## src/rtl/pvd_pkg.sv

```systemverilog
// pvd_pkg: shared widths, constants and types of the peak vector displacement unit
// depends on nothing; imported by every module of the block
package pvd_pkg;

   // field widths
   localparam int POS_W   = 30;
   localparam int DIFF_W  = POS_W + 1;
   localparam int TERM_W  = 2 * POS_W;
   localparam int SQ_W    = TERM_W + 2;
   localparam int DISP_W  = SQ_W / 2;
   localparam int COUNT_W = 16;

   // default trace length bound and queue depth
   localparam int MAX_SAMPLES_DEF = 65536;
   localparam int QUEUE_DEPTH     = 4;

   // one classified item handed from front to back
   typedef struct packed {
      logic signed [DIFF_W-1:0] du;
      logic signed [DIFF_W-1:0] dn;
      logic signed [DIFF_W-1:0] de;
      logic                     measure;
      logic                     last;
   } work_type;

   // square root request and status
   typedef struct packed {
      logic            start;
      logic [SQ_W-1:0] radicand;
   } sqrt_req_type;

   typedef struct packed {
      logic              busy;
      logic [DISP_W-1:0] root;
   } sqrt_rsp_type;

   // back end sequencer
   typedef enum logic {
      ST_RUN,
      ST_ROOT
   } back_state_type;

endpackage

```

## src/rtl/pvd_front.sv

```systemverilog
// pvd_front: accepts samples, captures the baseline and classifies each item
// depends on pvd_pkg; feeds pvd_queue
module pvd_front #(
   parameter int MAX_SAMPLES = pvd_pkg::MAX_SAMPLES_DEF
) (
   input  logic                                 clock,
   input  logic                                 reset,
   input  logic                                 csr_write_en,
   input  logic [pvd_pkg::COUNT_W-1:0]          csr_write_data,
   input  logic                                 req_valid,
   output logic                                 req_ready,
   input  logic signed [pvd_pkg::POS_W-1:0]     req_up_pos,
   input  logic signed [pvd_pkg::POS_W-1:0]     req_north_pos,
   input  logic signed [pvd_pkg::POS_W-1:0]     req_east_pos,
   input  logic                                 req_sample_valid,
   input  logic                                 req_sample_last,
   input  logic                                 q_full,
   output logic                                 push,
   output pvd_pkg::work_type                    push_data
);
   import pvd_pkg::*;

   localparam int CountSat = (MAX_SAMPLES - 1 < 65535) ? MAX_SAMPLES - 1 : 65535;

   logic [COUNT_W-1:0]      ref_ff, ref_in;
   logic [COUNT_W-1:0]      count_ff, count_in;
   logic                    taken_ff, taken_in;
   logic                    good_ff, good_in;
   logic signed [POS_W-1:0] bu_ff, bu_in, bn_ff, bn_in, be_ff, be_in;
   logic                    take;
   logic                    good_eff;
   logic signed [POS_W-1:0] bu_eff, bn_eff, be_eff;

   assign req_ready = !q_full;
   assign push      = req_valid && req_ready;

   // baseline capture and classification of the incoming item
   always_comb begin
      take     = !taken_ff && (count_ff == ref_ff || req_sample_last);
      bu_eff   = take ? req_up_pos    : bu_ff;
      bn_eff   = take ? req_north_pos : bn_ff;
      be_eff   = take ? req_east_pos  : be_ff;
      good_eff = take ? req_sample_valid : good_ff;

      push_data.du      = DIFF_W'(req_up_pos)    - DIFF_W'(bu_eff);
      push_data.dn      = DIFF_W'(req_north_pos) - DIFF_W'(bn_eff);
      push_data.de      = DIFF_W'(req_east_pos)  - DIFF_W'(be_eff);
      push_data.measure = (taken_ff || take) && good_eff && req_sample_valid;
      push_data.last    = req_sample_last;
   end

   // trace state update
   always_comb begin
      ref_in   = csr_write_en ? csr_write_data : ref_ff;
      count_in = count_ff;
      taken_in = taken_ff;
      good_in  = good_ff;
      bu_in    = bu_eff;
      bn_in    = bn_eff;
      be_in    = be_eff;
      if (push) begin
         if (req_sample_last) begin
            count_in = '0;
            taken_in = 1'b0;
            good_in  = 1'b0;
         end else begin
            taken_in = taken_ff || take;
            good_in  = good_eff;
            if (count_ff != COUNT_W'(CountSat))
               count_in = count_ff + 1'b1;
         end
      end else begin
         bu_in = bu_ff;
         bn_in = bn_ff;
         be_in = be_ff;
      end
   end

   always_ff @(posedge clock) begin
      if (reset) begin
         ref_ff   <= '0;
         count_ff <= '0;
         taken_ff <= 1'b0;
         good_ff  <= 1'b0;
      end else begin
         ref_ff   <= ref_in;
         count_ff <= count_in;
         taken_ff <= taken_in;
         good_ff  <= good_in;
      end
   end

   // baseline values, only read once taken
   always_ff @(posedge clock) begin
      bu_ff <= bu_in;
      bn_ff <= bn_in;
      be_ff <= be_in;
   end

endmodule

```

## config.mk

```make
export PLATFORM = sky130hd
export DESIGN_NAME = pvd_front
export DESIGN_NICKNAME = d
export VERILOG_FILES = /design/src/rtl/pvd_pkg.sv /design/src/rtl/pvd_front.sv
export SDC_FILE = /design/constraint.sdc
export NUM_CORES = 1
export LEC_CHECK = 0
export ABC_AREA = 1
export ABC_CLOCK_PERIOD_IN_PS = 5230
export BUFFER_PORTS_ARGS = -buffer_cell sky130_fd_sc_hd__buf_2
export CORE_MARGIN = 2
export CORE_UTILIZATION = 59
export CTS_BUF_LIST = sky130_fd_sc_hd__clkbuf_4 sky130_fd_sc_hd__clkbuf_8
export CTS_CLUSTER_SIZE = 14
export DETAILED_ROUTE_END_ITERATION = 6
export PLACE_DENSITY = 0.83
export SLEW_MARGIN = 20
export SYNTH_ARGS = -nofsm -noshare
export SYNTH_HDL_FRONTEND = slang
export SYNTH_SLANG_ARGS = --single-unit
```

## constraint.sdc

```tcl
create_clock -name clock -period 5.23 [get_ports clock]
set_input_delay 0.2615 -clock clock [delete_from_list [all_inputs] [get_ports clock]]
set_output_delay 0.2615 -clock clock [all_outputs]
set_load 0.1 [all_outputs]
```

# Word-level counts from Yosys, hierarchy flattened
# Index checks and enable logic that the tools add are counted.
# Widths: inputs -> output; s select.
[op_classes]
addsub = 4
n_eq_ne = 2
mux = 8
reduce_logical = 10
[ops]
columns = ["cell", "count"]
rows = [
  ["$sub 30x30->31", 3],
  ["$mux 30", 3],
  ["$mux 16", 2],
  ["$add 16x1->16 const B", 1],
  ["$eq 16x16->1", 1],
  ["$ne 16x16->1 const B", 1],
  ["$logic_and 1x1->1", 4],
  ["$mux 1", 3],
  ["$logic_not 1->1", 2],
  ["$logic_or 1x1->1", 2],
  ["$reduce_and 2->1", 1],
  ["$reduce_bool 2->1", 1],
]
[totals]
ff_bits = 124
inputBits = 113
output_inout_bits = 97
wordCells = 31

# Longest topological paths before layout
[depth]
word_depth = 6
depth_mapped = 36
depth_no_buf = 32

# Worst setup path before layout
# No wires, ideal clock.
[synth_path]
path_type = "flip-flop to output port"
start = "register count_ff[1]"
end = "output port push_data[80] in the netlist's numbering"
arrival_ns = 4.916
t_required_ns = 4.969
slack_ns = 0.053
path_stages_with_launch = 29
path_buffers = 4
path_cell_list = "dfxtp_1 nor2_1 nor2_1 nor2_1 nand2_1 nor2_2 nand2_1 nand2_2 nand2_2 buf_6 buf_2 clkbuf_1 clkbuf_1 nand2_1 o21ai_0 ha_1 fa_1 o21ai_0 a21oi_1 o21ai_0 a21boi_0 inv_1 nand2_1 nand2_2 nand2_1 nand2_2 nand2_1 nand2_1 xnor2_1"
[synth_rtl]
columns = ["item", "line", "source"]
rows = [
  ["start: declaration", "pvd_front.sv:26", "logic [COUNT_W-1:0] count_ff, count_in;"],
  ["start signal: assignment", "pvd_front.sv:87", "count_ff <= count_in;"],
  ["end: declaration", "pvd_front.sv:19", "output pvd_pkg::work_type push_data"],
]

==> impl_metrics.tcl <==
set metrics [dict create \
    synth-main-ff-cell "edfxtp_1" \
    drive_gt1_share_pct 22.7 \
    grt_pass1_wl_mm 54.1 \
    synth_area_leaders "edfxtp_1, nand2_1, inv_1" \
    outcome "finished, final reports clean" \
    io_pins 210 \
    finalPower_uw 5260 \
    crit_path_start_kind "flip-flop" \
    hold_viol_final 0 \
    endpoint_kind "output port" \
    arrival_ns 4.59 \
    ctsHtreeMaxLevel 4 \
    ys_types 41 \
    synth_enable_flop_cells 90 \
    postRouteAntennaNets 0 \
    ir_worst_vdd_v 0.000321 \
    instances_no_fill 2358 \
    cts_tree "built" \
    antenna_found_initial 9 \
    routedWlPerCell_um 14.3 \
    vias 12400 \
    worstHoldStart "csr_write_en" \
    rsz0062_at_grt "no" \
    maxUsedRoutingLayer "met5" \
    grt_pass1_vias 11600 \
    register_area_mm2 0.00339 \
    wl_met3_mm 2.39 \
    clkSinkCount 124 \
    num_rows 52 \
    p_sw_uw 2790 \
    worst_slack_ns 0.377 \
    utilization_pct 74.6 \
    maxCapViolCount 0 \
    reg2regPathDepth 11 \
    wl_met1_mm 14.6 \
    timing.final.crit_share_pct 92.8 \
    drc 0 \
    worstSetupPathType "reg2out" \
    grt-ovfl-total 0 \
    hold_path_class "in2reg" \
    hpwl_mm 27.2 \
    yosysTopAreaCell "edfxtp_1" \
    hold_path_end "ref_ff[1]" \
    multi_input_area_mm2 0.00736 \
    power.leakage_uw 0.00778 \
    setup_tns_ns 0 \
    synth-seq-cells 124 \
    clkPwrFrac_pct 17.3 \
    power_frac_seq_pct 21.6 \
    p_int_uw 2470 \
    r2r-end "bu_ff[18]" \
    worstPathMaxFanout 14 \
    max_freq_ghz 0.206 \
    required_ns 4.97 \
    drt-pass1-iter-count 5 \
    die_y_um 148 \
    yosysMostFrequentCell "nand2_1" \
    syn_avg_cell_area_um2 6.63 \
    numCtsBuffers 17 \
    power_density_mw_per_mm2 346 \
    finalSetupViolCount 0 \
    clock_latency_ns 0.47 \
    hold-path-cell-count 3 \
    wl_met2_mm 15.8 \
    drt_iter0_markers 703 \
    synth_warnings 0 \
    synth_cells 1856 \
    path_clk_slew_ns 0.10 \
    combPwrFrac_pct 61.1 \
    wl_mm 33.7 \
    regToRegStartpoint "count_ff[11]" \
    yosysSeqAreaShare_pct 27.5 \
    ys_top_cells_by_count "nand2_1, inv_1, o21ai_0" \
    nets 2227 \
    routed_via_density 5.26 \
    synthArstFlopShare_pct 0 \
    dieArea_mm2 0.0220 \
    grt_start_max_net_pins 89 \
    worst_pin_slew_ns 0.997 \
    die_w_um 148 \
    fillers 1602 \
    swShare_pct 53.1 \
    place.gp.congestion 0.939 \
    core_area_mm2 0.0204 \
    syn-cell-area_mm2 0.0123 \
    clk_path_buf_depth 2 \
    portBuffers 209 \
    gr-usage-all-layers_pct 30.3 \
    r2r_setup_slack_ns 2.41 \
    yosys.area.top_type_share_pct 22.0 \
    slew_headroom_pct 33.5 \
    synth_nets 2018 \
    finClkSkew_ns 0.0184 \
    initial_core_util_pct 60.4 \
    dp_cells 2308 \
    cts_root_buf "clkbuf_8" \
    period_minus_slack_ns 4.85 \
    drv_slew 0 \
    post-place-ws_ns 0.536 \
    area_growth_syn_to_layout_pct 23.4 \
]
-- placed cells by master, fill, tap and decap left out, drive strengths merged --
cell	count
a21oi	92
clkinv	10
dfxtp	34
a31oi	1
inv	377
nand2	547
a211oi	5
nand3b	7
clkbuf	17
bufinv	1
xnor2	39
o21a	2
edfxtp	90
nor4	2
nand3	150
buf	219
o31ai	6
nor3b	1
ha	46
xor2	15
nor3	12
and2	7
nor2	141
clkinvlp	2
nand4	32
or2	40
o21ai	174
dlygate4sd3	3
diode	10
a21boi	3
fa	3
-- worst max-delay path, cell delays in order (launching register included) --
cell,delay (ns)
dfxtp_1,0.43
nand2_1,0.09
nand2_1,0.07
nor2_1,0.04
nand2_1,0.07
nor2_2,0.05
nand2_1,0.10
nand2_4,0.11
nand2_8,0.15
clkinvlp_4,0.16
buf_4,0.20
or2_2,0.28
o21ai_0,0.13
inv_1,0.14
fa_1,0.46
nor2_1,0.13
a211oi_1,0.08
o21ai_1,0.23
nand3_1,0.11
nand2_1,0.14
nand2_1,0.08
nand2_2,0.12
nand2_1,0.08
nand2_2,0.12
nand2_1,0.07
nand2_1,0.07
xnor2_1,0.21
buf_12,0.23
-- area by class of cell --
type / count / share of cell area, %
repair inverters: 1 / 0.0330
well taps: 270 / 2.22
diodes: 10 / 0.165
clock buffers: 17 / 1.54
multi-input cells: 1325 / 48.5
inverters: 374 / 9.28
flip-flops and latches: 124 / 22.3
repair buffers: 222 / 14.8
clock inverters: 15 / 1.12
-- state kept, by name (all words and copies together), names as in the netlist --
signal    count
taken_ff      1
be_ff        30
count_ff     16
bu_ff        30
good_ff       1
bn_ff        30
ref_ff       16
-- worst max path at each step --
| stage | start | end | slack [ns] | cells past startpoint |
|---|---|---|---|---|
| CTS | count_ff[12] | push_data[80] | 0.005 | 28 |
| floorplan | count_ff[1] | push_data[80] | 0.05 | 28 |
| global placement | count_ff[12] | push_data[84] | 0.72 | 28 |
| global route | count_ff[15] | push_data[19] | 0.02 | 29 |
| detailed placement | count_ff[12] | push_data[80] | 0.54 | 28 |
| finish | count_ff[11] | push_data[18] | 0.38 | 27 |
-- repair_timing --
action | 4_1_cts | 5_1_grt
buffers inserted | 0 | 3
hold buffers | 3 | 0
endpoints found under the setup margin | 0 | 60
resized for setup | 0 | 19
hold endpoints to repair | 4 | 0
-- logic make-up after synthesis --
logic type / synth area share (%)
compound gates: 11.9
xor+xnor: 3.84
fa+ha+maj: 5.16
buf+inv: 13.1
flops: 27.5
simple gates: 38.6
-- routing by layer --
layer | global-route usage, % | vias up
li1 | - | 6345
met1 | 39.3 | 5562
met2 | 51.3 | 421
met3 | 4.88 | 62
met4 | 10.7 | 2
met5 | 0 | -
-- power groups by stage --
stage | clock network [uW] | logic, uW | registers [uW]
after detailed placement | 0 | 3190 | 1160
after global routing | 954 | 3380 | 1140
after global placement | 0 | 3160 | 1160
after floorplan | 0 | 2210 | 1160
final | 910 | 3210 | 1140
after CTS | 918 | 3200 | 1140
-- stage by stage --
| stage | cell area, um2 | hold WS, ns |
|---|---|---|
| 2_1_floorplan | 12300 | 0.331 |
| 3_5_place_dp | 14700 | 0.466 |
| 6_report | 15200 | 0.0654 |
| 4_1_cts | 15100 | 0.0480 |
| 3_3_place_gp | 14700 | 0.454 |
| 5_1_grt | 15200 | 0.0948 |
No activity file was read; power rests on OpenSTA's default activity.
