## config.mk

```make
export PLATFORM = sky130hd
export DESIGN_NAME = pvd_queue
export DESIGN_NICKNAME = d
export VERILOG_FILES = /design/src/rtl/pvd_pkg.sv /design/src/rtl/pvd_queue.sv
export SDC_FILE = /design/constraint.sdc
export NUM_CORES = 1
export LEC_CHECK = 0
export ABC_AREA = 1
export BUFFER_PORTS_ARGS = -buffer_cell sky130_fd_sc_hd__buf_2
export CORE_MARGIN = 5
export CORE_UTILIZATION = 61
export DETAILED_ROUTE_END_ITERATION = 10
export GPL_TIMING_DRIVEN = 0
export PLACE_DENSITY = 0.8
export SETUP_SLACK_MARGIN = 0.02
export SLEW_MARGIN = 5
export SYNTH_ARGS = -nofsm -noshare
export SYNTH_HDL_FRONTEND = slang
export SYNTH_SLANG_ARGS = --single-unit
```

## constraint.sdc

```tcl
create_clock -name clock -period 7.5 [get_ports clock]
set_clock_uncertainty 0.1 [all_clocks]
set_input_delay 0.375 -clock clock [delete_from_list [all_inputs] [get_ports clock]]
set_output_delay 0.375 -clock clock [all_outputs]
set_load 0.005 [all_outputs]
```

## src/rtl/pvd_pkg.sv

```systemverilog
// pvd_pkg: shared widths, constants and types of the peak vector displacement unit
// depends on nothing; imported by every module of the block
package pvd_pkg;

   // field widths
   localparam int POS_W   = 30;
   localparam int DIFF_W  = POS_W + 1;
   localparam int TERM_W  = 2 * POS_W;
   localparam int SQ_W    = TERM_W + 2;
   localparam int DISP_W  = SQ_W / 2;
   localparam int COUNT_W = 16;

   // default trace length bound and queue depth
   localparam int MAX_SAMPLES_DEF = 65536;
   localparam int QUEUE_DEPTH     = 4;

   // one classified item handed from front to back
   typedef struct packed {
      logic signed [DIFF_W-1:0] du;
      logic signed [DIFF_W-1:0] dn;
      logic signed [DIFF_W-1:0] de;
      logic                     measure;
      logic                     last;
   } work_type;

   // square root request and status
   typedef struct packed {
      logic            start;
      logic [SQ_W-1:0] radicand;
   } sqrt_req_type;

   typedef struct packed {
      logic              busy;
      logic [DISP_W-1:0] root;
   } sqrt_rsp_type;

   // back end sequencer
   typedef enum logic {
      ST_RUN,
      ST_ROOT
   } back_state_type;

endpackage

```

## src/rtl/pvd_queue.sv

```systemverilog
// pvd_queue: short first-in first-out queue of classified items
// depends on pvd_pkg; sits between pvd_front and pvd_back
module pvd_queue (
   input  logic                                    clock,
   input  logic                                    reset,
   input  logic                                    push,
   input  pvd_pkg::work_type                       push_data,
   input  logic                                    pop,
   output pvd_pkg::work_type                       pop_data,
   output logic [$clog2(pvd_pkg::QUEUE_DEPTH+1)-1:0] count
);
   import pvd_pkg::*;

   localparam int PtrW = $clog2(QUEUE_DEPTH);
   localparam int CntW = $clog2(QUEUE_DEPTH + 1);

   work_type          mem_ff [QUEUE_DEPTH];
   logic [PtrW-1:0]   wr_ff, wr_in, rd_ff, rd_in;
   logic [CntW-1:0]   cnt_ff, cnt_in;

   assign count    = cnt_ff;
   assign pop_data = mem_ff[rd_ff];

   // pointer and occupancy update
   always_comb begin
      wr_in  = wr_ff;
      rd_in  = rd_ff;
      cnt_in = cnt_ff;
      if (push)
         wr_in = (wr_ff == PtrW'(QUEUE_DEPTH - 1)) ? '0 : wr_ff + 1'b1;
      if (pop)
         rd_in = (rd_ff == PtrW'(QUEUE_DEPTH - 1)) ? '0 : rd_ff + 1'b1;
      if (push && !pop)
         cnt_in = cnt_ff + 1'b1;
      else if (pop && !push)
         cnt_in = cnt_ff - 1'b1;
   end

   always_ff @(posedge clock) begin
      if (reset) begin
         wr_ff  <= '0;
         rd_ff  <= '0;
         cnt_ff <= '0;
      end else begin
         wr_ff  <= wr_in;
         rd_ff  <= rd_in;
         cnt_ff <= cnt_in;
      end
   end

   // storage
   always_ff @(posedge clock) begin
      if (push)
         mem_ff[wr_ff] <= push_data;
   end

endmodule

```

# --- After elaboration in Yosys (flattened, before gate mapping) ---
# Memory sizes are Yosys's and may differ from the RTL's. A register that Yosys moved wholly into a read port is not among the register bits.
# Index checks and enable logic that the tools add are counted.
classes:
  addsub: 4
  n_eq_ne: 2
  n_mux: 8
  n_reduce_logical: 5
ops:
  columns: ["cell", "count"]
  rows:
  - ["$mux 2", 4]
  - ["$mux 3", 2]
  - ["$add 2x1->2 const B", 2]
  - ["$eq 2x2->1 const B", 2]
  - ["$add 3x1->3 const B", 1]
  - ["$sub 3x1->3 const B", 1]
  - ["$logic_and 1x1->1", 2]
  - ["$logic_not 1->1", 2]
  - ["$mux 1", 2]
  - ["$reduce_bool 2->1", 1]
word_totals:
  ff_bits: 7
  ramBits: 380
  inputBits: 99
  output_inout_bits: 98
  elab_cells: 23
  n_memories: 1
memory_table:
  columns: ["memory", "words", "word_bits", "read_ports", "rd_ports_with_merged_regs", "write_ports", "line_no", "text"]
  rows:
  - ["mem_ff", 4, 95, 1, 1, 1, "pvd_queue.sv:17", "work_type mem_ff [QUEUE_DEPTH];"]

# --- Longest topological paths before layout ---
# Gate-level depths: netlist of the first run.
logic_depth:
  depth_word: 4
  ltp_mapped: 10
  mapped_depth_nobuf: 10

# --- Worst setup path before layout of the first run ---
# OpenSTA, ideal clock, no wires.
synth_path:
  kind: "register to register"
  start: "register wr_ff[0]"
  end: "memory mem_ff[3][0] (netlist name), enable pin"
  setup_time_ps: 449
  arrival_time_ps: 2426
  t_required_ps: 6951
  setup_slack_ps: 4525
  stages_incl_launch_ff: 4
  n_path_buf: 0
  synth_period_minus_slack_ps: 2975
  cell_sequence: "dfxtp_1 ha_1 nand2_1 inv_1"
synth_rtl:
  columns: ["element", "line_no", "text"]
  rows:
  - ["from (decl)", "pvd_queue.sv:18", "logic [PtrW-1:0] wr_ff, wr_in, rd_ff, rd_in;"]
  - ["from (signal assigned)", "pvd_queue.sv:45", "wr_ff <= wr_in;"]
  - ["to (decl)", "pvd_queue.sv:17", null]
# No word-level cell before the write port.

==> flow_metrics.py, run 1 <==
metrics = {
    "synth": {
        "async_reset_ff_frac": 0,
        "synth_area_leaders": "edfxtp_1 79%, o21ai_0 6.2%, nor2_1 5.1%, o22ai_1 4.1%, dfxtp_1 1.2%",
        "synth_flop_cell": "edfxtp_1",
        "yosysTopAreaCellShare": 0.786,
        "yosysWarnings": 0,
        "syn-cell-area_um2": 14500,
        "synth.distinct_cells": 23,
        "seq_area_frac_synth": 0.799,
        "synth.avg_cell_area_um2": 14.9,
        "ys_top_cells_by_count": "380 x edfxtp_1, 198 x nor2_1, 179 x o21ai_0",
        "synth_seq_cells": 389,
        "synth_edf_count": 380,
        "syn-instance-count": 975,
        "yosysTopAreaCell": "edfxtp_1",
        "yosysMostFrequentCell": "edfxtp_1",
        "syn_nets": 1081,
    },
    "timing": {
        "clock.fmax_mhz": 374,
        "setup_violations": 0,
        "period_share": 0.356,
        "worst_slack_ns": 4.83,
        "relSlewSlack": 0.454,
        "min_period_ns": 2.67,
        "rsz0062_at_grt": "false",
        "tns_ns": 0,
        "hold_violations": 0,
        "worst_pin_slew_ns": 0.820,
        "finalHoldWorstSlack_ns": 0.137,
        "drv_slew": 0,
    },
    "clock_tree": {
        "cts_buffers": 38,
        "clock-root-buffer": "clkbuf_16",
        "cts_num_sinks": 389,
        "cts_setup_buffers": 0,
        "cts_tree": "built",
        "cts_buffer_depth": 3,
        "cts.clk_slew.worst_paths_ns": 0.06,
        "clock_latency_ns": 0.51,
        "htreeDepth": 2,
    },
    "detailed_routing": {
        "drtIter0Drc": 1007,
        "ant_nets": 0,
        "wl_um": 35300,
        "dr.pass1.iters": 5,
        "wl_per_cell_um": 21.3,
        "viasPerCell": 5.81,
        "post-route-drc-count": 0,
        "vias": 9648,
    },
    "run_status": {
        "status": "completed",
    },
    "worst_hold_path": {
        "min_from": "pop",
        "min_path_type": "input port to flip-flop",
    },
    "power_and_ir_drop": {
        "vdd_drop_max_v": 0.000273,
        "p_per_area_nw_per_um2": 264,
        "p_total_uw": 4790,
        "p_leak_uw": 0.00652,
    },
    "placement": {
        "place_ws_ns": 5.43,
        "hpwlAfterDp_um": 19800,
        "gp_congestion": 0.748,
        "place.port_buffers": 196,
        "place_inst": 1494,
    },
    "floorplanning": {
        "ioPinCount": 197,
        "die-width_um": 164,
        "initial_core_util": 0.618,
        "die_area_um2": 27000,
        "core-area_um2": 23500,
        "die_h_um": 164,
        "num_rows": 56,
    },
    "run": {
        "max_cap_violations": 0,
    },
    "global_route": {
        "overflow": 0,
        "track_usage": 0.259,
        "grt_max_degree": 81,
        "grt_pass1_vias": 9715,
        "antenna_found_initial": 5,
        "grt_pass1_wl_um": 53200,
    },
    "setup_path": {
        "r2r_start": "wr_ff[0]",
        "cp-start-kind": "flip-flop",
        "cp_max_fo": 10,
        "crit_chain": "buf_6 -> inv_6 -> clkbuf_1 -> o21ai_0 -> o22ai_1 -> buf_2",
        "cp_top_family": "buffers and inverters",
        "crit_required_ns": 7.03,
        "crit_type": "flip-flop to output port",
        "worst-path-buf-inv": 4,
        "endpoint_kind": "output port",
        "cpPeakStageDelay_ns": 0.40,
        "crit_arrival_ns": 2.20,
        "critPathSlowestCell": "clkbuf_1",
    },
    "cells_and_area": {
        "nets": 1417,
        "multi_input_area_um2": 2470,
        "seq_area_um2": 11600,
        "fillerInstances": 1298,
        "drive_above_1_share": 0.220,
        "area_growth_pct": 25.0,
        "instances_no_fill": 1661,
    },
}
==> worst min-delay path: stages <==
cell and delay (ns):
buf_2 0.11, o21ai_0 0.15, nor2_1 0.06
==> cell type report <==
class | instances | share of cell area
Sequential cell | 389 | 0.639
Multi-Input combinational cell | 509 | 0.136
Timing Repair Buffer | 296 | 0.113
Clock buffer | 52 | 0.0588
Tap cell | 319 | 0.0220
Buffer | 61 | 0.0212
Clock inverter | 15 | 0.00503
Inverter | 16 | 0.00427
Antenna cell | 4 | 0.000552
==> logic make-up after synthesis <==
logic type | count (synthesis) | share of synthesized area
flip-flops | 389 | 0.799
AO/OA/AOI/OAI | 291 | 0.109
AND/OR/NAND/NOR | 210 | 0.0547
XOR/XNOR | 1 | 0.000604
buffers and inverters | 77 | 0.0309
adder cells (fa/ha/maj) | 7 | 0.00655
==> cell usage in the layout, fill, tap and decap left out, types with 3 or more instances in the layout <==
cell type      netlist  final
buf_2               16    212
buf_6               13     13
a21oi_1              3      3
nor2_1             198    198
dlygate4sd3_1        0     96
clkbuf_16            0     41
o22ai_1             95     95
diode_2              0      4
dfxtp_1              9      9
clkinv_1             0     10
inv_4                0      3
nand2_1              8      8
ha_1                 6      6
clkbuf_2            11     11
buf_16               0      4
inv_1               14     10
clkbuf_1            18     29
o21ai_0            179    179
edfxtp_1           380    380
o21ai_1             14     14
clkinv_2             0      3
==> power by group <==
part	internal (uW)	leakage, uW	switching, uW
clock network	1030	0.000564	747
logic	197	0.00239	312
registers	2490	0.00356	24.6
==> sequential cells by signal (all words and copies together) (netlist names), named ones only <==
signal and flops:
rd_ff 2, wr_ff 2, count 3, mem_ff 380
==> metal layers <==
layer	track usage	part of all wire
met4	0.0698	0.023
met3	0.0587	0.085
met1	0.335	0.38
met5	0	0.00031
met2	0.446	0.51
==> through the flow <==
| step | cell area [um^2] | util |
|---|---|---|
| detailed placement | 16000 | 0.682 |
| global placement | 15900 | 0.677 |
| global route | 18100 | 0.773 |
| finish | 18100 | 0.773 |
| CTS | 18100 | 0.773 |
| floorplan | 14500 | - |
==> what timing repair did <==
item | 4_1_cts | 5_1_grt
setup endpoints to repair | 0 | 0
hold endpoints to repair | 383 | 0
hold buffers | 96 | 0
resized for setup | 0 | 0
==> worst paths after layout <==
| check | slack [ns] | cells after the start | end |
|---|---|---|---|
| hold / removal | 0.14 | 3 | rd_ff[1] |
| hold reg to reg | 0.42 | 2 | wr_ff[1] |
| setup / recovery | 4.83 | 6 | pop_data[8] |
| setup reg to reg | 5.45 | 5 | mem_ff[0][33] |
Note: power is estimated with default switching activity, not from simulation.
==> run 2: changes to the inputs <==
--- a/config.mk
+++ b/config.mk
@@ -8,10 +8,10 @@
 export ABC_AREA = 1
 export BUFFER_PORTS_ARGS = -buffer_cell sky130_fd_sc_hd__buf_2
 export CORE_MARGIN = 5
-export CORE_UTILIZATION = 61
+export CORE_UTILIZATION = 57
 export DETAILED_ROUTE_END_ITERATION = 10
 export GPL_TIMING_DRIVEN = 0
-export PLACE_DENSITY = 0.8
+export PLACE_DENSITY = 0.75
 export SETUP_SLACK_MARGIN = 0.02
 export SLEW_MARGIN = 5
 export SYNTH_ARGS = -nofsm -noshare
==> constraint.sdc (replaced) <==
create_clock -name clock -period 2.74 [get_ports clock]
set_clock_uncertainty 0.1 [all_clocks]
set_input_delay 0.137 -clock clock [delete_from_list [all_inputs] [get_ports clock]]
set_output_delay 0.137 -clock clock [all_outputs]
set_load 0.005 [all_outputs]
==> flow_metrics.py, run 2 (synthesis results as in run 1) <==
metrics = {
    "run_status": {
        "status": "completed",
    },
    "timing": {
        "period_share": 0.880,
        "tns_ns": 0,
        "rsz0062_at_grt": "false",
        "setup_violations": 0,
        "relSlewSlack": 0.479,
        "clock.fmax_mhz": 415,
        "drv_slew": 0,
        "worst_pin_slew_ns": 0.779,
        "min_period_ns": 2.41,
        "hold_violations": 0,
    },
    "setup_path": {
        "critPathSlowestCell": "clkbuf_1",
        "cp-start-kind": "flip-flop",
        "cp_top_family": "buffers and inverters",
        "crit_required_ns": 2.50,
        "cpPeakStageDelay_ns": 0.42,
        "cp_max_fo": 10,
        "worst-path-buf-inv": 4,
        "crit_arrival_ns": 2.17,
        "endpoint_kind": "output port",
        "crit_chain": "buf_6 -> inv_6 -> clkbuf_1 -> o21ai_0 -> o22ai_1 -> buf_2",
        "crit_type": "flip-flop to output port",
    },
    "power_and_ir_drop": {
        "p_per_area_nw_per_um2": 716,
        "p_total_uw": 13100,
        "p_sw_uw": 2930,
        "pwr-share-seq": 0.524,
        "vdd_drop_max_v": 0.000593,
        "p_clk_frac": 0.369,
        "swShare": 0.224,
        "p_leak_uw": 0.00655,
        "combPwrFrac": 0.106,
        "p_int_uw": 10200,
    },
    "global_route": {
        "grt_max_degree": 36,
        "overflow": 0,
        "grt_pass1_wl_um": 52000,
        "track_usage": 0.233,
        "grt_pass1_vias": 9698,
        "antenna_found_initial": 3,
    },
    "cells_and_area": {
        "regMostFlops": "mem_ff",
        "instances_no_fill": 1678,
        "largest_reg_flops": 380,
        "area_growth_pct": 26.0,
        "seq_area_um2": 11600,
        "fillerInstances": 1578,
        "final_core_util": 0.729,
        "nets": 1427,
        "drive_above_1_share": 0.226,
        "multi_input_area_um2": 2470,
        "mostFrequentLayoutCell": "edfxtp_1",
        "layout_common_cells": "380 x edfxtp_1, 212 x buf_2, 198 x nor2_1",
    },
    "detailed_routing": {
        "wl_um": 34100,
        "wl_per_cell_um": 20.3,
        "ant_nets": 0,
        "post-route-drc-count": 0,
        "viasPerCell": 5.64,
        "drtIter0Drc": 875,
        "vias": 9467,
        "dr.pass1.iters": 5,
    },
    "placement": {
        "gp_congestion": 0.763,
        "hpwlAfterDp_um": 20400,
        "place.port_buffers": 196,
        "place_inst": 1512,
    },
    "clock_tree": {
        "htreeDepth": 2,
        "cts_buffer_depth": 3,
        "cts_num_sinks": 389,
        "clock_latency_ns": 0.52,
        "cts_tree": "built",
        "postCtsResizedCells": 0,
        "clock-root-buffer": "clkbuf_16",
        "cts.clk_slew.worst_paths_ns": 0.06,
        "cts_buffers": 38,
    },
    "floorplanning": {
        "core-area_um2": 25100,
        "die_area_um2": 28800,
        "ioPinCount": 197,
        "num_rows": 58,
        "die-width_um": 170,
        "die_h_um": 170,
        "initial_core_util": 0.578,
    },
    "worst_hold_path": {
        "min_path_type": "input port to flip-flop",
    },
    "run": {
        "max_cap_violations": 0,
    },
}
==> run 2: cell types whose count changed in the layout (fill, tap and decap cells not counted), sizes merged <==
cell / before / now
buf: 232 / 239
clkinvlp: 0 / 6
clkinv: 14 / 9
inv: 16 / 12
dlygate4sd3: 96 / 99
diode: 4 / 3
==> run 2: metrics by stage <==
| stage | worst slack (ns) | hold WS [ns] | instance area (um^2) |
|---|---|---|---|
| 2_1_floorplan | 0.141 | 0.109 | 14500 |
| 4_1_cts | 0.356 | 0.250 | 18300 |
| 6_report | 0.330 | 0.271 | 18300 |
| 3_3_place_gp | -1.00 | 0.250 | 15900 |
| 3_5_place_dp | 0.444 | 0.252 | 16100 |
| 5_1_grt | 0.219 | 0.271 | 18300 |
==> run 2: layer usage <==
| layer | vias up | part of all wire | GRT usage |
|---|---|---|---|
| met5 | - | 0 | 0 |
| met4 | 0 | 0.027 | 0.0784 |
| met3 | 70 | 0.079 | 0.0443 |
| met2 | 431 | 0.50 | 0.402 |
| met1 | 4589 | 0.39 | 0.301 |
| li1 | 4377 | - | - |
==> run 2: path summary, 6_finish.rpt <==
kind	depth (start not counted)	slack, ns	from	endpoint
setup reg to reg	5	0.43	wr_ff[0]	mem_ff[0][42]
setup / recovery	6	0.33	flip-flop	pop_data[11]
hold reg to reg	2	0.43	wr_ff[1]	wr_ff[1]
hold / removal	2	0.27	push_data[22]	mem_ff[0][22]
==> run 2: area by class of cell <==
cell class | instances | area share
well taps | 330 | 0.0226
flip-flops and latches | 389 | 0.634
clock inverters | 12 | 0.00458
multi-input cells | 509 | 0.135
clock buffers | 52 | 0.0583
repair buffers | 306 | 0.120
plain buffers | 61 | 0.0210
inverters | 16 | 0.00438
diodes | 3 | 0.000410
==> run 2: timing repair <==
item / in CTS / in global routing
buffers inserted: 0 / 0
hold endpoints to repair: 389 / 0
setup endpoints to repair: 0 / 0
hold buffers: 99 / 0
==> run 2: worst register-to-register path, cell delays in order, from the launching register on <==
cell and delay (ns):
dfxtp_1 0.41, inv_1 0.09, ha_1 0.19, nand2_1 0.10
clkinvlp_4 0.63, buf_12 0.44
==> run 2: power groups by stage <==
stage	Sequential (uW)	Combinational, uW	Clock [uW]
floorplan	6990	626	0
global placement	7000	1200	0
detailed placement	6990	1270	0
CTS	6860	1390	4890
global route	6880	1530	5190
finish	6860	1390	4840
==> run 3: changes to the inputs <==
--- a/config.mk
+++ b/config.mk
@@ -7,7 +7,7 @@
 export LEC_CHECK = 0
 export ABC_AREA = 1
 export BUFFER_PORTS_ARGS = -buffer_cell sky130_fd_sc_hd__buf_2
-export CORE_MARGIN = 5
+export CORE_MARGIN = 3
 export CORE_UTILIZATION = 57
 export DETAILED_ROUTE_END_ITERATION = 10
 export GPL_TIMING_DRIVEN = 0
==> flow_metrics.py, run 3 (synthesis results as in run 1) <==
metrics = {
    "run_status": {
        "status": "completed",
    },
    "cells_and_area": {
        "nets": 1427,
        "layout_common_cells": "380 x edfxtp_1, 212 x buf_2, 198 x nor2_1",
        "mostFrequentLayoutCell": "edfxtp_1",
        "fillerInstances": 1518,
        "largest_reg_flops": 380,
        "area_growth_pct": 26.0,
        "finalInstanceArea_um2": 18300,
        "regMostFlops": "mem_ff",
        "drive_above_1_share": 0.228,
    },
    "power_and_ir_drop": {
        "vdd_drop_max_v": 0.000631,
        "pwr-share-seq": 0.519,
        "p_clk_frac": 0.376,
        "swShare": 0.225,
        "combPwrFrac": 0.105,
        "p_sw_uw": 2980,
        "p_leak_uw": 0.00656,
        "p_per_area_nw_per_um2": 724,
        "p_int_uw": 10300,
    },
    "setup_path": {
        "reg2reg_depth": 5,
        "cp-start-kind": "flip-flop",
        "r2r_end": "mem_ff[2][52]",
        "crit_chain": "buf_6 -> inv_6 -> clkbuf_1 -> o21ai_0 -> o22ai_1 -> buf_2",
        "r2r_start": "wr_ff[0]",
        "crit_arrival_ns": 2.18,
        "crit_required_ns": 2.50,
        "cp_max_fo": 10,
        "crit_type": "flip-flop to output port",
        "cp.depth": 6,
        "critPathSlowestCell": "clkbuf_1",
        "r2r_setup_slack_ns": 0.36,
        "worst-path-buf-inv": 4,
        "cp_top_family": "buffers and inverters",
        "cpPeakStageDelay_ns": 0.41,
        "endpoint_kind": "output port",
    },
    "clock_tree": {
        "cts_num_sinks": 389,
        "cts_buffers": 40,
        "postCtsResizedCells": 0,
        "clock_latency_ns": 0.51,
        "htreeDepth": 2,
        "cts.clk_slew.worst_paths_ns": 0.06,
        "cts_setup_buffers": 0,
        "cts_buffer_depth": 3,
        "cts_tree": "built",
        "clock-root-buffer": "clkbuf_16",
        "hold_buffers": 99,
    },
    "worst_hold_path": {
        "min_path_type": "input port to flip-flop",
        "min_from": "push_data[21]",
        "hold_depth": 2,
        "hold_end": "mem_ff[0][21]",
    },
    "detailed_routing": {
        "wl_um": 34700,
        "drtIter0Drc": 1045,
        "wl_per_cell_um": 20.7,
        "post-route-drc-count": 0,
        "vias": 9620,
        "ant_nets": 0,
        "dr.pass1.iters": 5,
        "viasPerCell": 5.75,
    },
    "run": {
        "max_cap_violations": 0,
    },
    "global_route": {
        "grt_pass1_wl_um": 53200,
        "track_usage": 0.255,
        "antenna_found_initial": 6,
        "grt_pass1_vias": 9877,
        "grt_max_degree": 37,
        "overflow": 0,
    },
    "timing": {
        "hold_violations": 0,
        "period_share": 0.883,
        "drv_slew": 0,
        "rsz0062_at_grt": "false",
        "relSlewSlack": 0.400,
        "worst_pin_slew_ns": 0.898,
        "min_period_ns": 2.42,
        "setup_violations": 0,
        "clock.fmax_mhz": 413,
        "tns_ns": 0,
    },
    "placement": {
        "gp_congestion": 0.758,
        "place_area_um2": 16100,
        "place.port_buffers": 196,
        "hpwlAfterDp_um": 20000,
    },
    "floorplanning": {
        "initial_core_util": 0.588,
        "core-area_um2": 24700,
        "die-width_um": 166,
        "num_rows": 57,
        "die_h_um": 166,
        "die_area_um2": 27400,
        "ioPinCount": 197,
    },
}
-- run 3: layer usage --
metal | vias up | routed length (um) | global-route usage
met3 | 75 | 2910 | 0.0586
met1 | 4720 | 13500 | 0.330
li1 | 4374 | - | -
met4 | 0 | 805 | 0.0828
met5 | - | 0 | 0
met2 | 451 | 17600 | 0.430
-- run 3: worst max-delay path by stage --
stage	start	endpoint	slack (ns)
floorplan	wr_ff[0]	mem_ff[0][0]	0.14
global placement	wr_ff[0]	mem_ff[0][40]	-0.94
detailed placement	wr_ff[0]	mem_ff[2][38]	0.36
CTS	flip-flop	pop_data[89]	0.34
global route	wr_ff[0]	mem_ff[2][48]	0.18
finish	flip-flop	pop_data[89]	0.32
-- run 3: layout make-up --
type / count / area (um^2) / area share
sequential: 389 / 11600 / 0.634
multi-input combinational: 509 / 2470 / 0.135
timing repair buffer: 304 / 2150 / 0.118
clock buffer: 47 / 1050 / 0.0574
tap: 324 / 405 / 0.0222
buffer: 61 / 384 / 0.0210
clock inverter: 18 / 133 / 0.00725
inverter: 16 / 80.1 / 0.00438
antenna: 6 / 15.0 / 0.000821
-- run 3: through the flow --
step                total power [uW]  cells  setup WS [ns]  hold WS, ns   util
finish                         13200   1674          0.321        0.270  0.741
global placement                8190   1495         -0.942        0.249  0.645
detailed placement              8240   1504          0.363        0.253  0.652
CTS                            13300   1668          0.338        0.254  0.740
global route                   13700   1674          0.179        0.268  0.741
floorplan                       7610    975          0.141        0.109      -
-- run 3: worst register-to-register path, delay by kind of cell (launching register included) --
family	cells	cell delay (ns)
buf+inv	3	1.26
simple gates	1	0.11
flops	1	0.41
fa+ha+maj	1	0.20
-- run 3: power by group through the flow --
stage / clock [uW] / sequential [uW] / combinational [uW]
floorplan: 0 / 6990 / 626
global placement: 0 / 7000 / 1190
detailed placement: 0 / 6990 / 1260
CTS: 5010 / 6870 / 1380
global route: 5270 / 6880 / 1530
finish: 4970 / 6870 / 1390
